## config.mk

```make
export PLATFORM = sky130hd
export DESIGN_NAME = srtf_preemptive_scheduler_core
export DESIGN_NICKNAME = d
export VERILOG_FILES = /design/src/rtl/srtf_pkg.sv /design/src/rtl/srtf_fifo.sv /design/src/rtl/srtf_engine.sv /design/src/rtl/srtf_preemptive_scheduler_core.sv
export VERILOG_INCLUDE_DIRS = /design/src /design/src/rtl
export SDC_FILE = /design/constraint.sdc
export NUM_CORES = 2
export LEC_CHECK = 0
export ABC_AREA = 1
export BUFFER_PORTS_ARGS = -buffer_cell sky130_fd_sc_hd__buf_2
export CORE_MARGIN = 2
export CORE_UTILIZATION = 42
export CTS_CLUSTER_SIZE = 10
export DETAILED_ROUTE_END_ITERATION = 6
export PLACE_DENSITY = 0.54
export SLEW_MARGIN = 20
export SYNTH_ARGS = -nofsm -noshare
export SYNTH_HDL_FRONTEND = slang
export SYNTH_SLANG_ARGS = --single-unit
```

## constraint.sdc

```tcl
create_clock -name clk -period 11.9 [get_ports clk]
set_clock_uncertainty 0.1 [all_clocks]
set_input_delay 1.785 -clock clk [delete_from_list [all_inputs] [get_ports clk]]
set_output_delay 1.785 -clock clk [all_outputs]
set_load 0.01 [all_outputs]
```

## src/rtl/srtf_preemptive_scheduler_core_macros.svh

```systemverilog
// ----------------------------------------------------------------------------
// Assertion macros for the scheduler
// Concurrent assertion helpers that vanish in synthesis builds.
// ----------------------------------------------------------------------------
`ifndef SRTF_PREEMPTIVE_SCHEDULER_CORE_MACROS_SVH
`define SRTF_PREEMPTIVE_SCHEDULER_CORE_MACROS_SVH
`ifndef SYNTHESIS
`define SRTF_ASSERT(lbl, clk_i, rst_ni, prop) \
	lbl: assert property (@(posedge clk_i) disable iff (!rst_ni) prop) else $error("%m failed");
`define SRTF_ASSERT_NEXT(lbl, clk_i, rst_ni, ante, cons) \
	lbl: assert property (@(posedge clk_i) disable iff (!rst_ni) (ante) |=> (cons)) \
		else $error("%m failed");
`else
`define SRTF_ASSERT(lbl, clk_i, rst_ni, prop)
`define SRTF_ASSERT_NEXT(lbl, clk_i, rst_ni, ante, cons)
`endif
`endif

```

## src/rtl/srtf_pkg.sv

```systemverilog
// ----------------------------------------------------------------------------
// Scheduler package
// Shared constants and types of the scheduler.
// ----------------------------------------------------------------------------
package srtf_pkg;
	localparam int MaxJobs = 16;
	localparam int BurstBits = 16;
	localparam int TimeBits = 32;
	localparam int IdBits = 4;
	localparam int InBurstBits = 16;

	typedef struct packed {
		logic             arrival_valid;
		logic [IdBits-1:0] arrival_id;
		logic [InBurstBits-1:0] arrival_burst;
	} tick_t;
endpackage

```

## src/rtl/srtf_fifo.sv

```systemverilog
// ----------------------------------------------------------------------------
// Tick queue
// Two-entry queue between the intake and the scheduling engine.
// ----------------------------------------------------------------------------
module srtf_fifo (
	input  logic            clk,
	input  logic            arst_n,
	input  logic            wr_valid,
	output logic            wr_ready,
	input  srtf_pkg::tick_t wr_data,
	output logic            rd_valid,
	input  logic            rd_ready,
	output srtf_pkg::tick_t rd_data
);
	srtf_pkg::tick_t mem_q [2];
	logic            wp_q, rp_q;
	logic [1:0]      cnt_q;

	assign wr_ready = cnt_q != 2'd2;
	assign rd_valid = cnt_q != 2'd0;
	assign rd_data  = mem_q[rp_q];

	always_ff @(posedge clk) begin
		if (wr_valid && wr_ready) mem_q[wp_q] <= wr_data;
	end

	always_ff @(posedge clk or negedge arst_n) begin
		if (!arst_n) begin
			wp_q <= 1'b0;
			rp_q <= 1'b0;
			cnt_q <= 2'd0;
		end else begin
			if (wr_valid && wr_ready) wp_q <= ~wp_q;
			if (rd_valid && rd_ready) rp_q <= ~rp_q;
			cnt_q <= cnt_q + 2'(wr_valid && wr_ready) - 2'(rd_valid && rd_ready);
		end
	end
endmodule

```

## src/rtl/srtf_engine.sv

```systemverilog
// ----------------------------------------------------------------------------
// Scheduling engine
// Admits a job, picks the job to run (a table scan when none runs, else a preemption check), serves one unit.
// ----------------------------------------------------------------------------
`include "srtf_preemptive_scheduler_core_macros.svh"
module srtf_engine #(
	parameter int MAX_JOBS   = srtf_pkg::MaxJobs,
	parameter int BURST_BITS = srtf_pkg::BurstBits,
	parameter int TIME_BITS  = srtf_pkg::TimeBits
) (
	input  logic            clk,
	input  logic            arst_n,
	input  logic            tick_valid,
	output logic            tick_ready,
	input  srtf_pkg::tick_t tick,
	output logic            out_valid,
	input  logic            out_ready,
	output logic            busy_res,
	output logic [3:0]      running_id,
	output logic            done_res,
	output logic [3:0]      done_id,
	output logic [31:0]     turnaround,
	output logic [31:0]     wait_time,
	output logic [31:0]     turnaround_sum,
	output logic [31:0]     total_wait,
	output logic            dropped
);
	localparam int SB = $clog2(MAX_JOBS);
	localparam int CB = $clog2(MAX_JOBS + 1);
	localparam logic [31:0] W32 = 32'hFFFF_FFFF;

	typedef enum logic [3:0] {
		ST_IDLE  = 4'b0001,
		ST_ADMIT = 4'b0010,
		ST_SCAN  = 4'b0100,
		ST_SERVE = 4'b1000
	} state_t;

	state_t                state_q;
	logic [MAX_JOBS-1:0]   valid_q;
	logic [3:0]            jid_q   [MAX_JOBS];
	logic [BURST_BITS-1:0] rem_q   [MAX_JOBS];
	logic [BURST_BITS-1:0] burst_q [MAX_JOBS];
	logic [TIME_BITS-1:0]  arr_q   [MAX_JOBS];
	logic [SB-1:0]         cur_q, best_q, new_q;
	logic                  cur_v_q, found_q, new_ok_q;
	logic                  drop_q;
	logic [CB-1:0]         idx_q;
	logic [TIME_BITS-1:0]  time_q;
	logic [31:0]           sum_ta_q, sum_wt_q;
	srtf_pkg::tick_t       tick_q;

	logic [BURST_BITS-1:0] abur;
	logic                  free_f;
	logic [SB-1:0]         free_s;
	logic [SB-1:0]         scan_s;
	logic                  better;
	logic [BURST_BITS-1:0] rem_m1;
	logic [TIME_BITS-1:0]  t_full;
	logic [31:0]           ta_c, wt_c;
	logic [32:0]           s_ta, s_wt;
	logic                  serve_go;

	always_comb begin
		if (BURST_BITS >= srtf_pkg::InBurstBits)
			abur = BURST_BITS'(tick_q.arrival_burst);
		else if (|(tick_q.arrival_burst >> BURST_BITS))
			abur = '1;
		else
			abur = BURST_BITS'(tick_q.arrival_burst);
	end

	always_comb begin
		free_f = 1'b0;
		free_s = '0;
		for (int i = MAX_JOBS - 1; i >= 0; i--) begin
			if (!valid_q[i]) begin
				free_f = 1'b1;
				free_s = SB'(i);
			end
		end
	end

	assign scan_s = idx_q[SB-1:0];
	always_comb begin
		if (rem_q[scan_s] != rem_q[best_q]) better = rem_q[scan_s] < rem_q[best_q];
		else better = arr_q[scan_s] < arr_q[best_q];
	end

	assign rem_m1 = rem_q[cur_q] - 1'b1;
	assign t_full = time_q + 1'b1 - arr_q[cur_q];
	always_comb begin
		if (TIME_BITS > 32 && |(t_full >> 32)) ta_c = W32;
		else ta_c = 32'(t_full);
		wt_c = (ta_c >= 32'(burst_q[cur_q])) ? ta_c - 32'(burst_q[cur_q]) : 32'd0;
	end
	assign s_ta = {1'b0, sum_ta_q} + {1'b0, ta_c};
	assign s_wt = {1'b0, sum_wt_q} + {1'b0, wt_c};

	assign serve_go = state_q == ST_SERVE && (!out_valid || out_ready);

	assign tick_ready = state_q == ST_IDLE;

	always_ff @(posedge clk) begin
		if (state_q == ST_IDLE && tick_valid) tick_q <= tick;
		if (state_q == ST_ADMIT && tick_q.arrival_valid && abur != '0 && free_f) begin
			jid_q[free_s]   <= tick_q.arrival_id;
			rem_q[free_s]   <= abur;
			burst_q[free_s] <= abur;
			arr_q[free_s]   <= time_q;
		end
		if (serve_go && cur_v_q) rem_q[cur_q] <= rem_m1;
	end

	always_ff @(posedge clk or negedge arst_n) begin
		if (!arst_n) begin
			state_q <= ST_IDLE;
			valid_q <= '0;
			cur_q <= '0;
			cur_v_q <= 1'b0;
			best_q <= '0;
			found_q <= 1'b0;
			new_q <= '0;
			new_ok_q <= 1'b0;
			drop_q <= 1'b0;
			idx_q <= '0;
			time_q <= '0;
			sum_ta_q <= '0;
			sum_wt_q <= '0;
			out_valid <= 1'b0;
			busy_res <= 1'b0;
			running_id <= '0;
			done_res <= 1'b0;
			done_id <= '0;
			turnaround <= '0;
			wait_time <= '0;
			turnaround_sum <= '0;
			total_wait <= '0;
			dropped <= 1'b0;
		end else begin
			if (out_valid && out_ready && state_q != ST_SERVE) out_valid <= 1'b0;
			unique case (state_q)
				ST_IDLE: begin
					if (tick_valid) state_q <= ST_ADMIT;
				end
				ST_ADMIT: begin
					drop_q <= 1'b0;
					new_ok_q <= 1'b0;
					if (cur_v_q && !valid_q[cur_q]) cur_v_q <= 1'b0;
					if (tick_q.arrival_valid) begin
						if (abur == '0 || !free_f) drop_q <= 1'b1;
						else begin
							valid_q[free_s] <= 1'b1;
							new_q <= free_s;
							new_ok_q <= 1'b1;
						end
					end
					idx_q <= '0;
					found_q <= 1'b0;
					best_q <= '0;
					state_q <= ST_SCAN;
				end
				ST_SCAN: begin
					if (cur_v_q) begin
						if (new_ok_q && rem_q[new_q] < rem_q[cur_q]) cur_q <= new_q;
						state_q <= ST_SERVE;
					end else if (idx_q == CB'(MAX_JOBS)) begin
						if (found_q) begin
							cur_q <= best_q;
							cur_v_q <= 1'b1;
						end
						state_q <= ST_SERVE;
					end else begin
						if (valid_q[scan_s] && (!found_q || better)) begin
							best_q <= scan_s;
							found_q <= 1'b1;
						end
						idx_q <= idx_q + 1'b1;
					end
				end
				ST_SERVE: begin
					if (!out_valid || out_ready) begin
						busy_res <= cur_v_q;
						running_id <= cur_v_q ? jid_q[cur_q] : 4'd0;
						done_res <= 1'b0;
						done_id <= '0;
						turnaround <= '0;
						wait_time <= '0;
						turnaround_sum <= sum_ta_q;
						total_wait <= sum_wt_q;
						dropped <= drop_q;
						if (cur_v_q && rem_m1 == '0) begin
							done_res <= 1'b1;
							done_id <= jid_q[cur_q];
							turnaround <= ta_c;
							wait_time <= wt_c;
							sum_ta_q <= s_ta[32] ? W32 : s_ta[31:0];
							sum_wt_q <= s_wt[32] ? W32 : s_wt[31:0];
							turnaround_sum <= s_ta[32] ? W32 : s_ta[31:0];
							total_wait <= s_wt[32] ? W32 : s_wt[31:0];
							valid_q[cur_q] <= 1'b0;
							cur_v_q <= 1'b0;
						end
						time_q <= time_q + 1'b1;
						out_valid <= 1'b1;
						state_q <= ST_IDLE;
					end
				end
				default: state_q <= ST_IDLE;
			endcase
		end
	end

	`SRTF_ASSERT(a_done_busy, clk, arst_n, out_valid |-> (!done_res || busy_res))
	`SRTF_ASSERT(a_cur_live, clk, arst_n, (state_q == ST_IDLE && cur_v_q) |-> valid_q[cur_q])
	`SRTF_ASSERT_NEXT(a_serve_out, clk, arst_n, state_q == ST_SERVE, out_valid)
endmodule

```

## src/rtl/srtf_preemptive_scheduler_core.sv

```systemverilog
// ----------------------------------------------------------------------------
// SRTF preemptive scheduler core
// Top level: intake queue and scheduling engine.
// ----------------------------------------------------------------------------
// Each input beat is one time tick carrying an optional job arrival
// (arrival_valid, arrival_id, arrival_burst). Each accepted tick yields
// exactly one output beat: the job served in that tick, a completion report
// with turnaround and waiting time, the saturating totals and a drop flag.
// The intake queue holds two ticks, so the input side keeps accepting while
// the engine works. When a job is already running, the engine passes each
// tick through admit, scan and service with only a preemption check;
// otherwise a linear scan over the job table, one slot per cycle, picks
// the job to run. The result of each tick is registered at its service
// step; queued ticks wait for the ticks ahead of them.
// When the receiver stalls, the result waits in the output register while
// the engine works the next tick up to its service step and holds there;
// further ticks then pile into the queue until it is full.
// Reset empties the table, the queue and clears time and totals.
// ----------------------------------------------------------------------------
module srtf_preemptive_scheduler_core #(
	parameter int MAX_JOBS   = srtf_pkg::MaxJobs,
	parameter int BURST_BITS = srtf_pkg::BurstBits,
	parameter int TIME_BITS  = srtf_pkg::TimeBits
) (
	input  logic        clk,
	input  logic        arst_n,
	input  logic        in_valid,
	output logic        in_ready,
	input  logic        arrival_valid,
	input  logic [3:0]  arrival_id,
	input  logic [15:0] arrival_burst,
	output logic        out_valid,
	input  logic        out_ready,
	output logic        busy_res,
	output logic [3:0]  running_id,
	output logic        done_res,
	output logic [3:0]  done_id,
	output logic [31:0] turnaround,
	output logic [31:0] wait_time,
	output logic [31:0] turnaround_sum,
	output logic [31:0] total_wait,
	output logic        dropped
);
	srtf_pkg::tick_t in_tick, q_tick;
	logic            q_valid, q_ready;

	assign in_tick.arrival_valid = arrival_valid;
	assign in_tick.arrival_id    = arrival_id;
	assign in_tick.arrival_burst = arrival_burst;

	srtf_fifo u_fifo (
		.clk(clk), .arst_n(arst_n),
		.wr_valid(in_valid), .wr_ready(in_ready), .wr_data(in_tick),
		.rd_valid(q_valid), .rd_ready(q_ready), .rd_data(q_tick)
	);

	srtf_engine #(
		.MAX_JOBS(MAX_JOBS), .BURST_BITS(BURST_BITS), .TIME_BITS(TIME_BITS)
	) u_engine (
		.clk(clk), .arst_n(arst_n),
		.tick_valid(q_valid), .tick_ready(q_ready), .tick(q_tick),
		.out_valid(out_valid), .out_ready(out_ready),
		.busy_res(busy_res), .running_id(running_id),
		.done_res(done_res), .done_id(done_id),
		.turnaround(turnaround), .wait_time(wait_time),
		.turnaround_sum(turnaround_sum), .total_wait(total_wait),
		.dropped(dropped)
	);
endmodule

```

==> results.sh <==
export IMPL_syn2layout_area_growth_pct=11.0
export IMPL_seq_area_frac_synth_pct=53.0
export IMPL_fillers=16855
export IMPL_seq_area_um2=40000
export IMPL_post_dp_cell_area_um2=78600
export IMPL_path_clk_slew_ps=60
export IMPL_cts_repair_resized_insts=0
export IMPL_vias=67396
export IMPL_drv_slew=0
export IMPL_synth_ff_latch_count=1368
export IMPL_die_area_um2=183000
export IMPL_synth_fa_ha_area_share_pct=3.04
export IMPL_startpoint_class="flip-flop"
export IMPL_grt_setup_unrepaired="no"
export IMPL_synthXorXnorAreaFrac_pct=1.54
export IMPL_die_h_um=428
export IMPL_die_width_um=428
export IMPL_clock_latency_ps=840
export IMPL_synth_simple_gate_area_share_pct=11.7
export IMPL_drt_antenna_violating_nets=0
export IMPL_finalWirelength_mm=300
export IMPL_yosys_mux_area_fraction_pct=0.314
export IMPL_synth_edff_count=1151
export IMPL_globalRouteTotalUtil_pct=32.0
export IMPL_multi_input_area_um2=31000
export IMPL_grt_overflow=0
export IMPL_cts_buffers=165
export IMPL_finalCritPeriodShare_pct=91.7
export IMPL_core_um2=178000
export IMPL_slew_headroom_pct=15.4
export IMPL_setup_viol=0
export IMPL_firstDrtPassIters=7
export IMPL_drt_iter0_drc=9535
export IMPL_io_buffer_count=165
export IMPL_wl_per_cell_um=28.1
export IMPL_tritoncts_clock_tree="yes"
export IMPL_ctsHoldBuffers=0
export IMPL_netlist_top_cells_count="o21ai_0 (1489), edfxtp_1 (1151), nand2_1 (1097), a21oi_1 (921), inv_1 (654)"
export IMPL_slowest_stage="nor4_1"
export IMPL_post_route_cells_drive_above_1_share_pct=8.23
export IMPL_fp_row_count=155
export IMPL_initial_utilization_pct=42.3
export IMPL_synth_area_leader_cell="edfxtp_1"
export IMPL_synth_top_family_by_area="compound AO/OA/AOI/OAI gates"
export IMPL_htreeDepth=4
export IMPL_portion_of_synthesized_cell_area_occupied_by_the_leading_cell_type_pct=45.8
export IMPL_detail_route_vias_per_cell=6.30
export IMPL_syn_num_nets=8502
export IMPL_tritoncts_num_sinks=1368
export IMPL_timing_critical_path_required_ps=12500
export IMPL_ys_dominant_reg_cell="edfxtp_1"
export IMPL_fin_hold_ws_ps=382
export IMPL_finish_net_count=8431
export IMPL_initial_antenna_violation_count=6
export IMPL_cts_buffer_depth=3
export IMPL_final_area_um2=83700
export IMPL_synth_compound_gate_area_share_pct=24.0
export IMPL_stdcell_count=10698
export IMPL_dpl_hpwl_mm=180
export IMPL_grt_start_max_net_pins=224
export IMPL_worstHoldPathType="flip-flop to flip-flop"
export IMPL_synthesis_area_per_instance_um2=9.09
export IMPL_first_pass_grt_wire_length_mm=431
export IMPL_synth_most_common_cell="o21ai_0"
export IMPL_via_count_of_the_first_global_routing_pass=62663
export IMPL_worstPathArrival_ps=11510
export IMPL_ioPinCount=166
export IMPL_post_cts_buffers=0
export IMPL_end_kind="flip-flop"
export IMPL_outcome="complete, no violations"
export IMPL_gp_congestion=0.919
export IMPL_final_min_clock_period_ps=10910
export IMPL_synth_cell_area_um2=75400
export IMPL_timing_worst_setup_path_type="flip-flop to flip-flop"
export IMPL_drc=0
export IMPL_synth_lib_cells_used_distinct=61
export IMPL_path_common_cell="nand2_1"
export IMPL_inst_count_dp=10413
export IMPL_worstMarginPinSlew_ps=1270
export IMPL_yosysWarnings=0
export IMPL_max_clock_freq_mhz=91.7
export IMPL_timing_final_hold_violations=0
export IMPL_asyncSetResetFlopFracSynth_pct=15.9
export IMPL_path_max_fanout=81
export IMPL_synthCells=8296
export IMPL_cts_root_buffer_cell="clkbuf_16"
export IMPL_drv_cap=0
export IMPL_setup_tns_ps=0
export IMPL_netlist_top_cells_area="edfxtp_1 (46%), o21ai_0 (9.9%), dfrtp_1 (7.2%)"
export IMPL_largest_incremental_delay_on_the_critical_path_ps=850
[area by class of cell]
| type | instances | share of cell area, % |
|---|---|---|
| antenna | 5 | 0.0150 |
| sequential | 1368 | 47.8 |
| tap | 2355 | 3.52 |
| inverter | 671 | 3.06 |
| clock buffer | 246 | 5.43 |
| timing repair buffer | 323 | 2.52 |
| multi-input combinational | 5696 | 37.1 |
| clock inverter | 34 | 0.543 |
[final timing paths]
check	slack, ps	cells past startpoint	end	from
max	990	43	u_engine.sum_wt_q[20]	u_engine.cur_q[0]
min	380	2	u_engine.busy_res	u_engine.busy_res
max reg2reg	990	43	u_engine.sum_wt_q[20]	u_engine.cur_q[0]
min reg2reg	380	2	u_engine.busy_res	u_engine.busy_res
max in group asynchronous	8970	3	u_fifo.rp_q	arst_n
min in group asynchronous	810	1	u_engine.sum_wt_q[24]	arst_n
[worst max-delay path: cells and delay by family, from the launching register on]
kind / cells / cell delay [ps]
xor+xnor: 1 / 490
buf+inv: 7 / 1190
simple gates: 16 / 3540
flops: 1 / 630
fa+ha+maj: 4 / 1360
compound gates: 15 / 3370
[registers in the layout, indices dropped and copies added, names as in the netlist, 5 cells and up]
register and flops:
u_engine.arr_q 512, u_engine.burst_q 256, u_engine.rem_q 256, u_engine.jid_q 64, u_fifo.mem_q 42, u_engine.sum_ta_q 32
u_engine.sum_wt_q 32, u_engine.time_q 32, u_engine.turnaround 32, u_engine.wait_time 32, u_engine.abur 16, u_engine.valid_q 16
u_engine.idx_q 5, u_engine.tick_q 5
[logic make-up (layout without fill, tap and decap cells)]
| family | after synthesis | after routing |
|---|---|---|
| AND/OR/NAND/NOR | 2135 | 2135 |
| adder cells (fa/ha/maj) | 181 | 181 |
| XOR/XNOR | 131 | 131 |
| multiplexers | 21 | 21 |
| AO/OA/AOI/OAI | 3228 | 3228 |
| flip-flops | 1368 | 1368 |
| buffers and inverters | 1232 | 1274 |
| other | 0 | 5 |
[routing by layer]
layer  vias to the layer above  part of all wire, %  GRT usage (%)
li1                      29801                    -              -
met1                     32739                   42           45.6
met2                      4135                   43           47.5
met3                       719                   10           6.48
met4                         2                  4.1           12.8
met5                         -                0.037          0.443
[through the flow]
stage / setup WS (ps) / utilization, %
final: 991 / 46.9
after global placement: 1110 / 44.0
after global routing: 62.7 / 46.9
after CTS: 911 / 46.9
after detailed placement: 918 / 44.1
after floorplan: 3250 / -
[cell usage in the layout, fill, tap and decap left out, types with 151 or more instances in the layout]
cell and count:
buf_2 164, inv_1 648, o21ai_0 1480, edfxtp_1 1151, nand3_1 165, a22oi_1 426
a21oi_1 921, nand2_1 1094, ha_1 177, buf_4 151, nor2_1 590, dfrtp_1 207
clkbuf_16 166
Power is left out: the tool's default activity adds up to more than one toggle a clock period on the data nets, which glitch-free logic cannot reach.
